**src/rtl/alscf_pkg.sv**
```systemverilog
// Shared types, codes and constants for the slave link connection state machine.
package alscf_pkg;

   // Field widths
   localparam int unsigned MAC_W   = 48;
   localparam int unsigned REG_W   = 16;
   localparam int unsigned COUNT_W = 32;
   localparam int unsigned KIND_W  = 3;
   localparam int unsigned CSR_IDX_W = 3;

   // Decoupling queue between front and back
   localparam int unsigned QUEUE_DEPTH = 2;
   localparam int unsigned QPTR_W      = $clog2(QUEUE_DEPTH);
   localparam int unsigned QCNT_W      = $clog2(QUEUE_DEPTH + 1);

   // Heartbeat period used when the register holds zero
   localparam logic [REG_W-1:0] DEFAULT_BEAT = REG_W'(8000);

   // Register reset values
   localparam logic [REG_W-1:0] RST_FLOOD_BURST   = REG_W'(64);
   localparam logic [REG_W-1:0] RST_JOIN_RETRY    = REG_W'(100);
   localparam logic [REG_W-1:0] RST_ACK_WINDOW    = REG_W'(100);
   localparam logic [REG_W-1:0] RST_MUTE_DWELL    = REG_W'(100);
   localparam logic [REG_W-1:0] RST_PEER_ALIVE    = REG_W'(8000);
   localparam logic [REG_W-1:0] RST_HB_PERIOD     = REG_W'(8000);

   // Register indexes on the csr port
   localparam logic [CSR_IDX_W-1:0] CSR_FLOOD_BURST = CSR_IDX_W'(0);
   localparam logic [CSR_IDX_W-1:0] CSR_JOIN_RETRY  = CSR_IDX_W'(1);
   localparam logic [CSR_IDX_W-1:0] CSR_ACK_WINDOW  = CSR_IDX_W'(2);
   localparam logic [CSR_IDX_W-1:0] CSR_MUTE_DWELL  = CSR_IDX_W'(3);
   localparam logic [CSR_IDX_W-1:0] CSR_PEER_ALIVE  = CSR_IDX_W'(4);
   localparam logic [CSR_IDX_W-1:0] CSR_HB_PERIOD   = CSR_IDX_W'(5);

   // Received frame kinds
   localparam logic [KIND_W-1:0] KIND_HB      = KIND_W'(1);
   localparam logic [KIND_W-1:0] KIND_ANN     = KIND_W'(2);
   localparam logic [KIND_W-1:0] KIND_SCENE   = KIND_W'(3);
   localparam logic [KIND_W-1:0] KIND_GRANT   = KIND_W'(4);
   localparam logic [KIND_W-1:0] KIND_HEADAMP = KIND_W'(5);

   typedef enum logic [1:0] {
      EV_DOWN = 2'd0,
      EV_UP   = 2'd1,
      EV_TICK = 2'd2,
      EV_RX   = 2'd3
   } event_type;

   typedef enum logic [2:0] {
      ST_PHY_DOWN = 3'd0,
      ST_FLOOD    = 3'd1,
      ST_COLD     = 3'd2,
      ST_MUTE     = 3'd3,
      ST_EST      = 3'd4,
      ST_DROP     = 3'd5
   } state_type;

   typedef enum logic [2:0] {
      ACT_STOP    = 3'd0,
      ACT_FLOOD   = 3'd1,
      ACT_COLD    = 3'd2,
      ACT_SILENCE = 3'd3,
      ACT_AUDIO   = 3'd4
   } action_type;

   typedef enum logic [1:0] {
      DROP_NONE = 2'd0,
      DROP_MAC  = 2'd1,
      DROP_PEER = 2'd2
   } drop_type;

   // Classified event as it travels through the queue
   typedef struct packed {
      event_type        ev;
      logic             rx;
      logic             is_master;
      logic             is_grant;
      logic             is_hb_ann;
      logic [MAC_W-1:0] src;
   } item_type;

endpackage

```
**src/rtl/alscf_front.sv**
```systemverilog
// Front end: accepts request beats and classifies each event for the back end.
module alscf_front
   import alscf_pkg::*;
(
   input  logic              req_valid,
   output logic              req_stall,
   input  logic [1:0]        req_type,
   input  logic              req_frame_present,
   input  logic [KIND_W-1:0] req_frame_kind,
   input  logic [MAC_W-1:0]  req_source_mac,
   input  logic              q_full,
   output logic              q_push,
   output item_type          q_item
);

   // Stall while the queue has no room
   assign req_stall = q_full;
   assign q_push    = req_valid && !q_full;

   // Decode event and frame kind
   always_comb begin
      q_item.ev        = event_type'(req_type);
      q_item.rx        = (event_type'(req_type) == EV_RX) && req_frame_present;
      q_item.is_master = (req_frame_kind == KIND_HB)    || (req_frame_kind == KIND_ANN)   ||
                         (req_frame_kind == KIND_SCENE) || (req_frame_kind == KIND_GRANT) ||
                         (req_frame_kind == KIND_HEADAMP);
      q_item.is_grant  = (req_frame_kind == KIND_GRANT);
      q_item.is_hb_ann = (req_frame_kind == KIND_HB) || (req_frame_kind == KIND_ANN);
      q_item.src       = req_source_mac;
   end

endmodule

```
**src/rtl/alscf_queue.sv**
```systemverilog
// Short queue of classified events between the front and back ends.
module alscf_queue
   import alscf_pkg::*;
(
   input  logic     clock,
   input  logic     reset,
   input  logic     push,
   input  item_type push_item,
   output logic     full,
   input  logic     pop,
   output logic     head_valid,
   output item_type head_item
);

   item_type            mem_ff [QUEUE_DEPTH];
   logic [QPTR_W-1:0]   wr_ptr_ff, wr_ptr_in;
   logic [QPTR_W-1:0]   rd_ptr_ff, rd_ptr_in;
   logic [QCNT_W-1:0]   count_ff, count_in;
   logic                do_push, do_pop;

   assign full       = (count_ff == QCNT_W'(QUEUE_DEPTH));
   assign head_valid = (count_ff != '0);
   assign head_item  = mem_ff[rd_ptr_ff];
   assign do_push    = push && !full;
   assign do_pop     = pop && head_valid;

   // Advance pointers and occupancy
   always_comb begin
      wr_ptr_in = wr_ptr_ff;
      rd_ptr_in = rd_ptr_ff;
      count_in  = count_ff;
      if (do_push) begin
         wr_ptr_in = (wr_ptr_ff == QPTR_W'(QUEUE_DEPTH - 1)) ? '0 : wr_ptr_ff + 1'b1;
      end
      if (do_pop) begin
         rd_ptr_in = (rd_ptr_ff == QPTR_W'(QUEUE_DEPTH - 1)) ? '0 : rd_ptr_ff + 1'b1;
      end
      if (do_push && !do_pop) begin
         count_in = count_ff + 1'b1;
      end else if (do_pop && !do_push) begin
         count_in = count_ff - 1'b1;
      end
   end

   always_ff @(posedge clock) begin
      if (reset) begin
         wr_ptr_ff <= '0;
         rd_ptr_ff <= '0;
         count_ff  <= '0;
      end else begin
         wr_ptr_ff <= wr_ptr_in;
         rd_ptr_ff <= rd_ptr_in;
         count_ff  <= count_in;
      end
   end

   // Store entries
   always_ff @(posedge clock) begin
      if (do_push) begin
         mem_ff[wr_ptr_ff] <= push_item;
      end
   end

endmodule

```
**src/rtl/alscf_back.sv**
```systemverilog
// Back end: link state machine, timers, configuration registers and result register.
module alscf_back
   import alscf_pkg::*;
(
   input  logic                 clock,
   input  logic                 reset,
   input  logic                 csr_valid,
   input  logic [CSR_IDX_W-1:0] csr_index,
   input  logic [REG_W-1:0]     csr_data,
   input  logic                 q_valid,
   input  item_type             q_item,
   output logic                 q_pop,
   output logic                 rsp_valid,
   input  logic                 rsp_stall,
   output logic [2:0]           rsp_action,
   output logic [2:0]           rsp_link_state,
   output logic                 rsp_send_heartbeat,
   output logic                 rsp_send_join,
   output logic [1:0]           rsp_drop_cause,
   output logic [COUNT_W-1:0]   rsp_frame_count
);

   // Configuration registers
   logic [REG_W-1:0] flood_burst_ff, join_retry_ff, ack_len_ff;
   logic [REG_W-1:0] mute_dwell_ff, peer_alive_ff, hb_period_ff;

   // Link state
   state_type          mode_ff, mode_in;
   logic [MAC_W-1:0]   master_ff, master_in;
   logic               known_ff, known_in;
   logic [REG_W-1:0]   flood_sent_ff, flood_sent_in;
   logic [REG_W-1:0]   join_cd_ff, join_cd_in;
   logic [REG_W-1:0]   ack_ff, ack_in;
   logic [REG_W-1:0]   dwell_ff, dwell_in;
   logic [REG_W-1:0]   alive_ff, alive_in;
   logic [REG_W-1:0]   beat_ff, beat_in;
   logic [COUNT_W-1:0] period_ff, period_in;
   drop_type           last_drop_ff, last_drop_in;

   // Result register
   logic               rsp_valid_ff, rsp_valid_in;
   action_type         act_ff, act_in;
   state_type          shown_ff, shown_in;
   logic               hb_ff, hb_in;
   logic               join_ff, join_in;

   // Shared decisions
   logic               advance;
   logic               learn, known_upd;
   logic [REG_W-1:0]   ack_loaded, ack_dec;
   logic               cold_to_mute;
   logic               join_fire;
   logic [REG_W-1:0]   flood_sent_inc, flood_first;
   logic               flood_done;
   logic [REG_W-1:0]   beat_p;
   logic [REG_W:0]     beat_inc;
   logic               beat_fire;
   logic [REG_W-1:0]   beat_adv;
   logic               mac_change;
   logic               mute_count;
   logic               dwell_end, alive_end;
   logic [COUNT_W-1:0] period_inc;

   // Pop an event when the result register is free or being drained
   assign advance = q_valid && (!rsp_valid_ff || !rsp_stall);
   assign q_pop   = advance;

   always_comb begin
      learn          = q_item.rx && q_item.is_master;
      known_upd      = known_ff || learn;
      ack_loaded     = (q_item.rx && q_item.is_grant && (ack_ff == '0)) ? ack_len_ff : ack_ff;
      ack_dec        = ack_loaded - 1'b1;
      cold_to_mute   = (ack_loaded != '0) && (ack_dec == '0);
      join_fire      = (join_cd_ff <= REG_W'(1));
      flood_sent_inc = (flood_sent_ff < flood_burst_ff) ? flood_sent_ff + 1'b1 : flood_sent_ff;
      flood_first    = (flood_burst_ff != '0) ? REG_W'(1) : '0;
      flood_done     = (flood_sent_inc >= flood_burst_ff) && known_upd;
      beat_p         = (hb_period_ff == '0) ? DEFAULT_BEAT : hb_period_ff;
      beat_inc       = {1'b0, beat_ff} + 1'b1;
      beat_fire      = (beat_inc >= {1'b0, beat_p});
      beat_adv       = beat_fire ? '0 : beat_inc[REG_W-1:0];
      mac_change     = q_item.rx && known_ff && (q_item.src != master_ff) && q_item.is_master;
      mute_count     = (q_item.ev == EV_TICK) || (q_item.ev == EV_RX);
      dwell_end      = (dwell_ff <= REG_W'(1));
      alive_end      = (alive_ff <= REG_W'(1));
      period_inc     = period_ff + 1'b1;
   end

   // Next link state
   always_comb begin
      mode_in = mode_ff;
      if (q_item.ev == EV_DOWN) begin
         mode_in = ST_PHY_DOWN;
      end else begin
         unique case (mode_ff)
            ST_PHY_DOWN: begin
               if (q_item.ev == EV_UP) mode_in = ST_FLOOD;
            end
            ST_FLOOD: begin
               if ((q_item.rx && q_item.is_grant) || flood_done) mode_in = ST_COLD;
            end
            ST_COLD: begin
               if (!known_upd) begin
                  mode_in = ST_FLOOD;
               end else if (cold_to_mute) begin
                  mode_in = ST_MUTE;
               end
            end
            ST_MUTE: begin
               if (mute_count && dwell_end) mode_in = ST_EST;
            end
            ST_EST: begin
               if (mac_change || (!q_item.rx && alive_end)) mode_in = ST_DROP;
            end
            ST_DROP: begin
               mode_in = ST_FLOOD;
            end
            default: mode_in = mode_ff;
         endcase
      end
   end

   // Actions, timers and result fields
   always_comb begin
      master_in     = master_ff;
      known_in      = known_ff;
      flood_sent_in = flood_sent_ff;
      join_cd_in    = join_cd_ff;
      ack_in        = ack_ff;
      dwell_in      = dwell_ff;
      alive_in      = alive_ff;
      beat_in       = beat_ff;
      period_in     = period_ff;
      last_drop_in  = last_drop_ff;
      act_in        = ACT_STOP;
      shown_in      = mode_in;
      hb_in         = 1'b0;
      join_in       = 1'b0;
      if (q_item.ev == EV_DOWN) begin
         known_in = 1'b0;
      end else begin
         unique case (mode_ff)
            ST_PHY_DOWN: begin
               if (q_item.ev == EV_UP) begin
                  flood_sent_in = flood_first;
                  ack_in        = '0;
                  period_in     = COUNT_W'(1);
                  act_in        = ACT_FLOOD;
               end
            end
            ST_FLOOD: begin
               if (learn) begin
                  master_in = q_item.src;
                  known_in  = 1'b1;
               end
               period_in = period_inc;
               if (q_item.rx && q_item.is_grant) begin
                  // early grant: straight to cold-connect with a join
                  join_in    = 1'b1;
                  join_cd_in = join_retry_ff;
                  act_in     = ACT_COLD;
               end else begin
                  flood_sent_in = flood_sent_inc;
                  act_in        = ACT_FLOOD;
                  shown_in      = ST_FLOOD;
                  if (flood_done) join_cd_in = '0;
               end
            end
            ST_COLD: begin
               if (learn) begin
                  master_in = q_item.src;
                  known_in  = 1'b1;
               end
               ack_in = ack_loaded;
               if (!known_upd) begin
                  // master lost: restart the flood burst
                  flood_sent_in = flood_first;
                  ack_in        = '0;
                  period_in     = period_inc;
                  act_in        = ACT_FLOOD;
               end else if (cold_to_mute) begin
                  ack_in   = '0;
                  dwell_in = mute_dwell_ff;
                  alive_in = peer_alive_ff;
                  act_in   = ACT_SILENCE;
               end else begin
                  if (ack_loaded != '0) ack_in = ack_dec;
                  period_in = period_inc;
                  act_in    = ACT_COLD;
                  if (join_fire) begin
                     join_in    = 1'b1;
                     join_cd_in = join_retry_ff;
                  end else begin
                     join_cd_in = join_cd_ff - 1'b1;
                  end
               end
            end
            ST_MUTE: begin
               act_in = ACT_SILENCE;
               if (mute_count) begin
                  period_in = period_inc;
                  if (dwell_end) begin
                     dwell_in = '0;
                     alive_in = peer_alive_ff;
                     beat_in  = '0;
                     act_in   = ACT_AUDIO;
                  end else begin
                     dwell_in = dwell_ff - 1'b1;
                  end
               end
            end
            ST_EST: begin
               if (q_item.rx) begin
                  if (mac_change) begin
                     last_drop_in = DROP_MAC;
                     act_in       = ACT_STOP;
                  end else begin
                     if (q_item.is_hb_ann) alive_in = peer_alive_ff;
                     beat_in = beat_adv;
                     hb_in   = beat_fire;
                     act_in  = ACT_AUDIO;
                  end
               end else begin
                  period_in = period_inc;
                  if (alive_end) begin
                     alive_in     = '0;
                     last_drop_in = DROP_PEER;
                     act_in       = ACT_STOP;
                  end else begin
                     alive_in = alive_ff - 1'b1;
                     beat_in  = beat_adv;
                     hb_in    = beat_fire;
                     act_in   = ACT_AUDIO;
                  end
               end
            end
            ST_DROP: begin
               known_in      = 1'b0;
               flood_sent_in = flood_first;
               ack_in        = '0;
               period_in     = period_inc;
               act_in        = ACT_FLOOD;
            end
            default: act_in = ACT_STOP;
         endcase
      end
   end

   // Hold the result until it is taken
   assign rsp_valid_in = advance || (rsp_valid_ff && rsp_stall);

   // Write configuration registers
   always_ff @(posedge clock) begin
      if (reset) begin
         flood_burst_ff <= RST_FLOOD_BURST;
         join_retry_ff  <= RST_JOIN_RETRY;
         ack_len_ff     <= RST_ACK_WINDOW;
         mute_dwell_ff  <= RST_MUTE_DWELL;
         peer_alive_ff  <= RST_PEER_ALIVE;
         hb_period_ff   <= RST_HB_PERIOD;
      end else if (csr_valid) begin
         unique case (csr_index)
            CSR_FLOOD_BURST: flood_burst_ff <= csr_data;
            CSR_JOIN_RETRY:  join_retry_ff  <= csr_data;
            CSR_ACK_WINDOW:  ack_len_ff     <= csr_data;
            CSR_MUTE_DWELL:  mute_dwell_ff  <= csr_data;
            CSR_PEER_ALIVE:  peer_alive_ff  <= csr_data;
            CSR_HB_PERIOD:   hb_period_ff   <= csr_data;
            default: ;
         endcase
      end
   end

   // Advance link state on each popped event
   always_ff @(posedge clock) begin
      if (reset) begin
         mode_ff       <= ST_PHY_DOWN;
         master_ff     <= '0;
         known_ff      <= 1'b0;
         flood_sent_ff <= '0;
         join_cd_ff    <= '0;
         ack_ff        <= '0;
         dwell_ff      <= '0;
         alive_ff      <= '0;
         beat_ff       <= '0;
         period_ff     <= '0;
         last_drop_ff  <= DROP_NONE;
      end else if (advance) begin
         mode_ff       <= mode_in;
         master_ff     <= master_in;
         known_ff      <= known_in;
         flood_sent_ff <= flood_sent_in;
         join_cd_ff    <= join_cd_in;
         ack_ff        <= ack_in;
         dwell_ff      <= dwell_in;
         alive_ff      <= alive_in;
         beat_ff       <= beat_in;
         period_ff     <= period_in;
         last_drop_ff  <= last_drop_in;
      end
   end

   always_ff @(posedge clock) begin
      if (reset) begin
         rsp_valid_ff <= 1'b0;
      end else begin
         rsp_valid_ff <= rsp_valid_in;
      end
   end

   // Capture result payload
   always_ff @(posedge clock) begin
      if (advance) begin
         act_ff   <= act_in;
         shown_ff <= shown_in;
         hb_ff    <= hb_in;
         join_ff  <= join_in;
      end
   end

   assign rsp_valid          = rsp_valid_ff;
   assign rsp_action         = act_ff;
   assign rsp_link_state     = shown_ff;
   assign rsp_send_heartbeat = hb_ff;
   assign rsp_send_join      = join_ff;
   assign rsp_drop_cause     = last_drop_ff;
   assign rsp_frame_count    = period_ff;

endmodule

```
**src/rtl/audio_link_slave_connection_fsm.sv**
```systemverilog
// A result beat is offered once its accepted request beat has passed through the queue
// (the event is held in the queue register and then enters the result register).
// Throughput: one event per cycle while rsp_stall is low; the state machine retires one event
// per cycle when the result side does not stall, and the two-entry queue absorbs result-side stalls.
// Reset: synchronous; link state goes to phy_down, all counters and the drop cause
// clear, and the configuration registers return to their default values.
module audio_link_slave_connection_fsm
   import alscf_pkg::*;
(
   input  logic                 clock,
   input  logic                 reset,
   input  logic                 req_valid,
   output logic                 req_stall,
   input  logic [1:0]           req_type,
   input  logic                 req_frame_present,
   input  logic [KIND_W-1:0]    req_frame_kind,
   input  logic [MAC_W-1:0]     req_source_mac,
   output logic                 rsp_valid,
   input  logic                 rsp_stall,
   output logic [2:0]           rsp_action,
   output logic [2:0]           rsp_link_state,
   output logic                 rsp_send_heartbeat,
   output logic                 rsp_send_join,
   output logic [1:0]           rsp_drop_cause,
   output logic [COUNT_W-1:0]   rsp_frame_count,
   input  logic                 csr_valid,
   output logic                 csr_ready,
   input  logic [CSR_IDX_W-1:0] csr_index,
   input  logic [REG_W-1:0]     csr_data
);

   logic     q_full, q_push, q_pop, q_valid;
   item_type push_item, head_item;

   // Registers are always writable
   assign csr_ready = 1'b1;

   alscf_front u_front (
      .req_valid         (req_valid),
      .req_stall         (req_stall),
      .req_type          (req_type),
      .req_frame_present (req_frame_present),
      .req_frame_kind    (req_frame_kind),
      .req_source_mac    (req_source_mac),
      .q_full            (q_full),
      .q_push            (q_push),
      .q_item            (push_item)
   );

   alscf_queue u_queue (
      .clock      (clock),
      .reset      (reset),
      .push       (q_push),
      .push_item  (push_item),
      .full       (q_full),
      .pop        (q_pop),
      .head_valid (q_valid),
      .head_item  (head_item)
   );

   alscf_back u_back (
      .clock              (clock),
      .reset              (reset),
      .csr_valid          (csr_valid),
      .csr_index          (csr_index),
      .csr_data           (csr_data),
      .q_valid            (q_valid),
      .q_item             (head_item),
      .q_pop              (q_pop),
      .rsp_valid          (rsp_valid),
      .rsp_stall          (rsp_stall),
      .rsp_action         (rsp_action),
      .rsp_link_state     (rsp_link_state),
      .rsp_send_heartbeat (rsp_send_heartbeat),
      .rsp_send_join      (rsp_send_join),
      .rsp_drop_cause     (rsp_drop_cause),
      .rsp_frame_count    (rsp_frame_count)
   );

endmodule
```
**config.mk**
```make
export PLATFORM = sky130hd
export DESIGN_NAME = audio_link_slave_connection_fsm
export DESIGN_NICKNAME = d
export VERILOG_FILES = /design/src/rtl/alscf_pkg.sv /design/src/rtl/alscf_front.sv /design/src/rtl/alscf_queue.sv /design/src/rtl/alscf_back.sv /design/src/rtl/audio_link_slave_connection_fsm.sv
export SDC_FILE = /design/constraint.sdc
export NUM_CORES = 1
export LEC_CHECK = 0
export BUFFER_PORTS_ARGS = -buffer_cell sky130_fd_sc_hd__buf_2
export CAP_MARGIN = 20
export CELL_PAD_IN_SITES_DETAIL_PLACEMENT = 1
export CELL_PAD_IN_SITES_GLOBAL_PLACEMENT = 1
export CORE_MARGIN = 2
export CORE_UTILIZATION = 43
export DETAILED_ROUTE_END_ITERATION = 7
export HOLD_SLACK_MARGIN = 0.05
export PLACE_DENSITY = 0.88
export SETUP_SLACK_MARGIN = 0.4
export SLEW_MARGIN = 10
export SYNTH_ARGS = -nofsm -noshare
export SYNTH_HDL_FRONTEND = slang
export SYNTH_HIERARCHICAL = 1
export SYNTH_SLANG_ARGS = --single-unit
```
**constraint.sdc**
```tcl
create_clock -name clock -period 5.1 [get_ports clock]
set_input_delay 0 -clock clock [delete_from_list [all_inputs] [get_ports clock]]
set_output_delay 0 -clock clock [all_outputs]
set_load 0.005 [all_outputs]
```
==> metrics, run 1 <==
result of the run=completed; Nets=2540; highest ir drop seen on vdd=0.3949 mV; finished layout cell area=23610 µm²; CP startpoint kind=flip-flop; io pins=123; cell count after synthesis=2265; per-cell routed wire length=22.50 µm; relative slew slack=27.56%; y dimension of the die=220.1 µm; NetSw=3052 µW; Area contributors post-synth=sky130_fd_sc_hd__dfxtp_1 28%, sky130_fd_sc_hd__edfxtp_1 17%, sky130_fd_sc_hd__nand2_1 7.7%, sky130_fd_sc_hd__a21oi_1 5.9%, sky130_fd_sc_hd__ha_1 3.7%; core area=46360 µm²; Seq cells post-synth=400; actual slew at the worst max-slew pin=1.084 ns; most frequent standard cell in the layout excluding fill and tap cells=sky130_fd_sc_hd__nand2_1; die outline area=48430 µm²; number of synthesized flops with an enable pin=116; largest buffer count on any clock path=3; count of antenna-violating nets left after detailed routing=0; number of filler instances in the final layout=5270; vias in the first global route=19240; worst path arrival time=4.98 ns; initial core utilization=43.30%; final-report setup violation count=0; worst setup timing slack at the placement stage=-0.03976 ns; row count=79; distinct cell type count of the synthesized netlist=83; clock skew after layout=0.04209 ns; horizontal die dimension=220.1 µm; pwr dens=398.1 nW/µm²; fraction of layout cells with a size suffix above 1=15.70%; post-DP HPWL=42290 µm; clock tree from TritonCTS=built; Achievable Freq=220.8 MHz; worst-case hold slack=0.1110 ns; LEAKAGE=0.008948 µW; clock edge transition at the registers on the reported setup and hold paths=0.07 ns; initial detailed-routing violation count=1392; synthesized net count=2402; number of port buffers=121; setup repair after global routing missed its margin=no; area of the multi-input gates=10020 µm²; GRT Util Overall=28.11%; first-pass GRT wire length=107100 µm; total number of H-tree levels=2; required time of the critical path=5.55 ns; final count of hold timing violations=0; async set-or-reset flop fraction in the synthesized netlist=0%; sequential-to-total area share from yosys stat=45.67%; Post-synth top flop=sky130_fd_sc_hd__dfxtp_1; final wirelength=68580 µm; Critical Path Sink Type=flip-flop; pin count of the biggest net entering global routing=79; switching part of the total power=32.47%; commonest cells after routing, fill and taps aside=410 x sky130_fd_sc_hd__nand2_1, 278 x sky130_fd_sc_hd__dfxtp_1, 227 x sky130_fd_sc_hd__a21oi_1; per-cell via count in the routed design=5.972; Power Internal=6348 µW; register cell area after layout=9176 µm²; Max Fanout on Critical Path=8; area share of the largest cell type after synthesis=28.32%; Final min period=4.529 ns; Layout Area Growth over Synthesis=17.63%; area leader, netlist=sky130_fd_sc_hd__dfxtp_1; post-synthesis instance area=20070 µm²; drt pass-1 iters=5; Clk Latency, worst-skew pair=0.63 ns; detailed-route via count=18200; fraction of the cycle the final worst path needs=88.80%; smallest setup slack after layout=0.5711 ns; drc violations=0; end-of-flow core utilization=50.94%; clock sink total=400; number of antenna violations at the first check in global routing=2; aggregate negative setup slack=0 ns; Final Slew Violations=0; worst min-delay path category=input pin to flip-flop; Synth warnings=6; Combinational Power Share=23.8%; category of the most critical setup path=flip-flop to flip-flop; routability congestion estimate=0.8806; remaining global-route overflow=0; power share of the clock group=36.6%; part of the total power dissipated in sequential elements=39.6%; total CTS buffers=44; clk root buf=sky130_fd_sc_hd__clkbuf_16; average cell area after synthesis=8.863 µm²; Max Cap Violations=0; cell area after placement=20920 µm²
## critical path, stage by stage (launching register included)
cell	delay, ns
sky130_fd_sc_hd__dfxtp_1	0.38
sky130_fd_sc_hd__inv_1	0.08
sky130_fd_sc_hd__ha_1	0.30
sky130_fd_sc_hd__a21o_1	0.17
sky130_fd_sc_hd__a21o_1	0.19
sky130_fd_sc_hd__a21o_1	0.18
sky130_fd_sc_hd__a21o_1	0.18
sky130_fd_sc_hd__a21oi_2	0.13
sky130_fd_sc_hd__o31a_1	0.21
sky130_fd_sc_hd__and2_4	0.23
sky130_fd_sc_hd__nand3_1	0.13
sky130_fd_sc_hd__xnor2_1	0.17
sky130_fd_sc_hd__ha_1	0.31
sky130_fd_sc_hd__nand4_1	0.11
sky130_fd_sc_hd__or2_2	0.31
sky130_fd_sc_hd__nor3_2	0.18
sky130_fd_sc_hd__o21ai_2	0.10
sky130_fd_sc_hd__a31o_2	0.25
sky130_fd_sc_hd__nor2_2	0.17
sky130_fd_sc_hd__a21oi_4	0.07
sky130_fd_sc_hd__buf_2	0.21
sky130_fd_sc_hd__a221oi_1	0.24
sky130_fd_sc_hd__nor3_1	0.07
## power by group through the flow
stage | combinational [µW] | clock (µW) | sequential, µW
2_1_floorplan | 1410 | 0 | 3730
3_3_place_gp | 1940 | 0 | 3740
3_5_place_dp | 2030 | 0 | 3770
4_1_cts | 2130 | 3460 | 3710
5_1_grt | 2390 | 3620 | 3740
6_report | 2240 | 3440 | 3720
## Yosys cell counts, types with 24 or more instances
library cell	n
sky130_fd_sc_hd__ha_1	59
sky130_fd_sc_hd__a21oi_1	235
sky130_fd_sc_hd__o31ai_1	26
sky130_fd_sc_hd__inv_1	49
sky130_fd_sc_hd__mux2_2	56
sky130_fd_sc_hd__clkbuf_1	88
sky130_fd_sc_hd__and3_1	26
sky130_fd_sc_hd__nor3_1	43
sky130_fd_sc_hd__o21ai_0	82
sky130_fd_sc_hd__nand3_1	61
sky130_fd_sc_hd__dfxtp_1	284
sky130_fd_sc_hd__or3_1	27
sky130_fd_sc_hd__nand2_1	410
sky130_fd_sc_hd__nor2_1	155
sky130_fd_sc_hd__a22oi_1	24
sky130_fd_sc_hd__nand4_1	24
sky130_fd_sc_hd__a31oi_1	27
sky130_fd_sc_hd__xnor2_1	32
sky130_fd_sc_hd__xor2_1	75
sky130_fd_sc_hd__buf_4	56
sky130_fd_sc_hd__nor4_1	37
sky130_fd_sc_hd__edfxtp_1	116
## logic make-up after synthesis
family                   after synthesis  share of synthesized area (%)
adder cells (fa/ha/maj)               59                          3.677
XOR/XNOR                             107                          4.668
AO/OA/AOI/OAI                        536                          16.90
buffers and inverters                216                          5.242
other                                  1                        0.01868
AND/OR/NAND/NOR                      878                          20.08
multiplexers                          68                          3.740
flip-flops                           400                          45.67
## metal layers
metal / vias to the layer above / GRT usage, % / wire [µm]
li1: 8297 / - / -
met1: 9123 / 34.27 / 28090
met2: 613 / 49.42 / 34260
met3: 169 / 4.113 / 3638
met4: 0 / 11.77 / 2590
met5: - / 0 / 0
## final timing paths
| kind | from | to | slack (ns) | depth (start not counted) |
|---|---|---|---|---|
| worst max-delay path | u_back/flood_burst_ff[1] | u_back/join_cd_ff[12] | 0.57 | 22 |
| worst min-delay path | req_source_mac[38] | u_queue/mem_ff[0][38] | 0.11 | 2 |
| worst max register to register | u_back/flood_burst_ff[1] | u_back/join_cd_ff[12] | 0.57 | 22 |
| worst min register to register | u_back/peer_alive_ff[3] | u_back/peer_alive_ff[3] | 0.46 | 2 |
## registers in the layout (all words and copies together), names as in the netlist, 3 cells and up, named ones only
| signal | count |
|---|---|
| u_back/ack_ff | 16 |
| u_back/ack_len_ff | 16 |
| u_back/alive_ff | 16 |
| u_back/beat_ff | 16 |
| u_back/dwell_ff | 16 |
| u_back/flood_burst_ff | 16 |
| u_back/flood_sent_ff | 16 |
| u_back/hb_period_ff | 16 |
| u_back/join_cd_ff | 16 |
| u_back/join_retry_ff | 16 |
| u_back/master_ff | 48 |
| u_back/mode_ff | 3 |
| u_back/mute_dwell_ff | 16 |
| u_back/peer_alive_ff | 16 |
| u_back/rsp_action | 3 |
| u_back/rsp_frame_count | 32 |
| u_back/rsp_link_state | 3 |
| u_queue/mem_ff | 108 |
## timing repair
action	in CTS	in global routing
pin swaps	4	13
cloned	1	1
setup buffers	6	7
setup endpoints to repair	96	107
endpoints found under the hold margin	239	0
gates resized for setup	12	39
hold buffers	83	0
## metrics by stage
stage | cells | power (µW)
after floorplan | 2265 | 5139
final | 3048 | 9399
after global placement | 2866 | 5685
after CTS | 3038 | 9300
after detailed placement | 2866 | 5796
after global routing | 3048 | 9755
## final cells by class
cell class                 instances  area share (%)
antenna                            2         0.02120
tap                              607           3.216
sequential                       400           38.86
timing repair buffer             258           8.054
clock inverter                    30           1.680
inverter                          50          0.7948
clock buffer                      52           4.917
multi-input combinational       1649           42.45
Power figures use the tool's default switching activity.
==> run 2, diff against run 1 <==
- ABC_AREA: unset -> 1
- CORE_UTILIZATION: 43 -> 42
==> metrics, run 2 <==
post-placement cell count=3394 (+18%); Largest stage delay, worst path=0.45 ns (+0.07 ns); distinct cell type count of the synthesized netlist=50 (-40%); pwr dens=483.9 nW/µm² (+22%); most frequent cells after synthesis=498 x sky130_fd_sc_hd__nand2_1, 340 x sky130_fd_sc_hd__nor2_1, 315 x sky130_fd_sc_hd__inv_1; detailed-route via count=19410 (+6.7%); clock skew after layout=0.03440 ns (-0.007692 ns); core area=50170 µm² (+8.2%); Achievable Freq=226.9 MHz (+2.8%); total number of H-tree levels=2 (unchanged); Max Fanout on Critical Path=9 (+1); actual slew at the worst max-slew pin=1.062 ns (-0.02182 ns); end-of-flow core utilization=49.08% (-1.9 points); post-DP HPWL=45540 µm (+7.7%); async set-or-reset flop fraction in the synthesized netlist=0% (unchanged); Top cell by count, worst path=sky130_fd_sc_hd__nand2_1; drt pass-1 iters=5 (unchanged); final wirelength=69220 µm (+0.94%); y dimension of the die=229.6 µm (+4.3%); number of antenna violations at the first check in global routing=1 (-1); Synth warnings=6 (unchanged); horizontal die dimension=229.6 µm (+4.3%); critical path buffer and inverter count=5 (+3); clock edge transition at the registers on the reported setup and hold paths=0.06 ns (about the same); Nets=3001 (+18%); count of antenna-violating nets left after detailed routing=0 (unchanged); io pins=123 (unchanged); area share of the largest cell type after synthesis=26.59% (-1.7 points); Seq cells post-synth=400 (unchanged); CP top delay family=compound AO/OA/AOI/OAI gates; total CTS buffers=46 (+4.5%); final cell count without fillers=3574 (+17%); remaining global-route overflow=0 (unchanged); number of synthesized flops with an enable pin=116 (unchanged); fraction of layout cells with a size suffix above 1=11.34% (-4.4 points); commonest cells after routing, fill and taps aside=496 x sky130_fd_sc_hd__nand2_1, 337 x sky130_fd_sc_hd__nor2_1, 313 x sky130_fd_sc_hd__inv_1; vias in the first global route=20320 (+5.6%); Final Slew Violations=0 (unchanged); number of port buffers=121 (unchanged); drc violations=0 (unchanged); fraction of the cycle the final worst path needs=86.42% (-2.4 points); relative slew slack=28.54% (+0.98 points); final-report setup violation count=0 (unchanged); synthesized net count=2873 (+20%); highest ir drop seen on vdd=0.3619 mV (-8.4%); initial detailed-routing violation count=1382 (-0.72%); Clk Latency, worst-skew pair=0.61 ns (-0.02 ns); aggregate negative setup slack=0 ns (unchanged); most used standard cell by instance count after synthesis=sky130_fd_sc_hd__nand2_1; category of the most critical setup path=flip-flop to flip-flop; post-synthesis instance area=21380 µm² (+6.5%); LEAKAGE=0.01037 µW (+16%); worst setup timing slack at the placement stage=0.4806 ns (+0.5203 ns); result of the run=completed; required time of the critical path=5.42 ns (-0.13 ns); Final min period=4.408 ns (-0.1212 ns); smallest setup slack after layout=0.6923 ns (+0.1212 ns); final count of hold timing violations=0 (unchanged); initial core utilization=42.61% (-0.69 points); most frequent standard cell in the layout excluding fill and tap cells=sky130_fd_sc_hd__nand2_1; clk root buf=sky130_fd_sc_hd__clkbuf_16; area leader, netlist=sky130_fd_sc_hd__dfxtp_1; clock tree from TritonCTS=built; largest buffer count on any clock path=3 (unchanged); Critical Path Sink Type=flip-flop; Post-synth top flop=sky130_fd_sc_hd__dfxtp_1; worst path arrival time=4.73 ns (-0.25 ns); Slowest-stage cell, CP=sky130_fd_sc_hd__o41ai_1; per-cell routed wire length=19.37 µm (-14%); routability congestion estimate=0.9034 (+2.6%); ordered cell list for the critical path=inv_1 > ha_1 > nand2_1 > o21ai_1 > nand4_1 > o211ai_1 > nand4_1 > nand2_4 > clkinvlp_2 > buf_4 > nand2_1 > o21ai_0 > inv_1 > ha_1 > a21oi_1 > o21ai_0 > a21oi_1 > nand3_1 > nand2_1 > nand2_1 > nand2_1 > inv_1 > o41ai_1 > nor2_1; first-pass GRT wire length=108300 µm (+1.1%); Layout Area Growth over Synthesis=15.18%; number of filler instances in the final layout=6102 (+16%); GRT Util Overall=25.35% (-2.8 points); Largest register FFs=108 (unchanged); die outline area=52720 µm² (+8.9%); Area contributors post-synth=sky130_fd_sc_hd__dfxtp_1 27%, sky130_fd_sc_hd__edfxtp_1 16%, sky130_fd_sc_hd__nand2_1 8.7%, sky130_fd_sc_hd__nor2_1 6.0%, sky130_fd_sc_hd__inv_1 5.5%; per-cell via count in the routed design=5.432 (-9.0%); Max Cap Violations=0 (unchanged); register cell area after layout=9173 µm² (about the same); CP startpoint kind=flip-flop; cell count after synthesis=2736 (+21%); clock sink total=400 (unchanged); setup repair after global routing missed its margin=no; pin count of the biggest net entering global routing=98 (+24%); row count=82 (+3.8%); most flop-heavy register=u_queue/mem_ff; worst min-delay path category=input pin to flip-flop; average cell area after synthesis=7.814 µm² (-12%); sequential-to-total area share from yosys stat=42.89% (-2.8 points); area of the multi-input gates=10160 µm² (+1.3%)
run 2: path summary, 6_finish.rpt:
kind / from / cells past startpoint / slack (ns) / end
max: u_back/flood_burst_ff[3] / 24 / 0.69 / u_back/rsp_link_state[1]
min: req_source_mac[19] / 2 / 0.12 / u_queue/mem_ff[0][19]
max reg2reg: u_back/flood_burst_ff[3] / 24 / 0.69 / u_back/rsp_link_state[1]
min reg2reg: u_back/master_ff[38] / 2 / 0.46 / u_back/master_ff[38]
run 2: power breakdown:
part | leakage (µW) | total, µW | switching (µW) | internal [µW]
clock | 0.000768 | 3430 | 1420 | 2010
sequential | 0.00338 | 3970 | 269 | 3700
combinational | 0.00622 | 4520 | 3050 | 1460
total | 0.0104 | 11900 | 4740 | 7180
run 2: per-layer routing:
metal / wire length, µm / GRT usage, % / share of wire (%)
met1: 28840 / 30.06 / 42
met4: 3314 / 12.13 / 4.8
met2: 34290 / 45.14 / 50
met3: 2773 / 3.312 / 4.0
met5: 0 / 0 / 0
run 2: cell type report:
cell class | instances | share of cell area (%)
multi-input cells | 1863 | 41.26
flip-flops and latches | 400 | 37.25
repair buffers | 228 | 6.723
clock buffers | 66 | 5.346
inverters | 324 | 4.980
well taps | 672 | 3.415
clock inverters | 19 | 0.9909
repair inverters | 1 | 0.02033
diodes | 1 | 0.01016
run 2: cells by family after synthesis:
group,count (synthesis),share of synthesized area (%)
simple gates,1140,22.95
compound gates,480,11.69
buf+inv,474,10.03
flops,400,42.89
xor+xnor,128,5.244
fa+ha+maj,59,3.453
mux,54,3.722
other cells,1,0.01754
run 2: through the flow:
step | hold slack [ns] | instance area [µm²] | power (µW)
after floorplan | 0.1261 | 21380 | 7198
after global placement | 0.1873 | 22070 | 8079
after detailed placement | 0.1919 | 22070 | 8304
after CTS | 0.08158 | 24510 | 11820
after global routing | 0.1170 | 24620 | 12580
final | 0.1221 | 24620 | 11920
run 2: repair_timing:
item                                    in CTS  in global routing
resized for setup                            0                 12
endpoints found under the setup margin       0                 86
hold endpoints to repair                   228                  0
hold buffers                                88                  0
buffers inserted                             0                  2
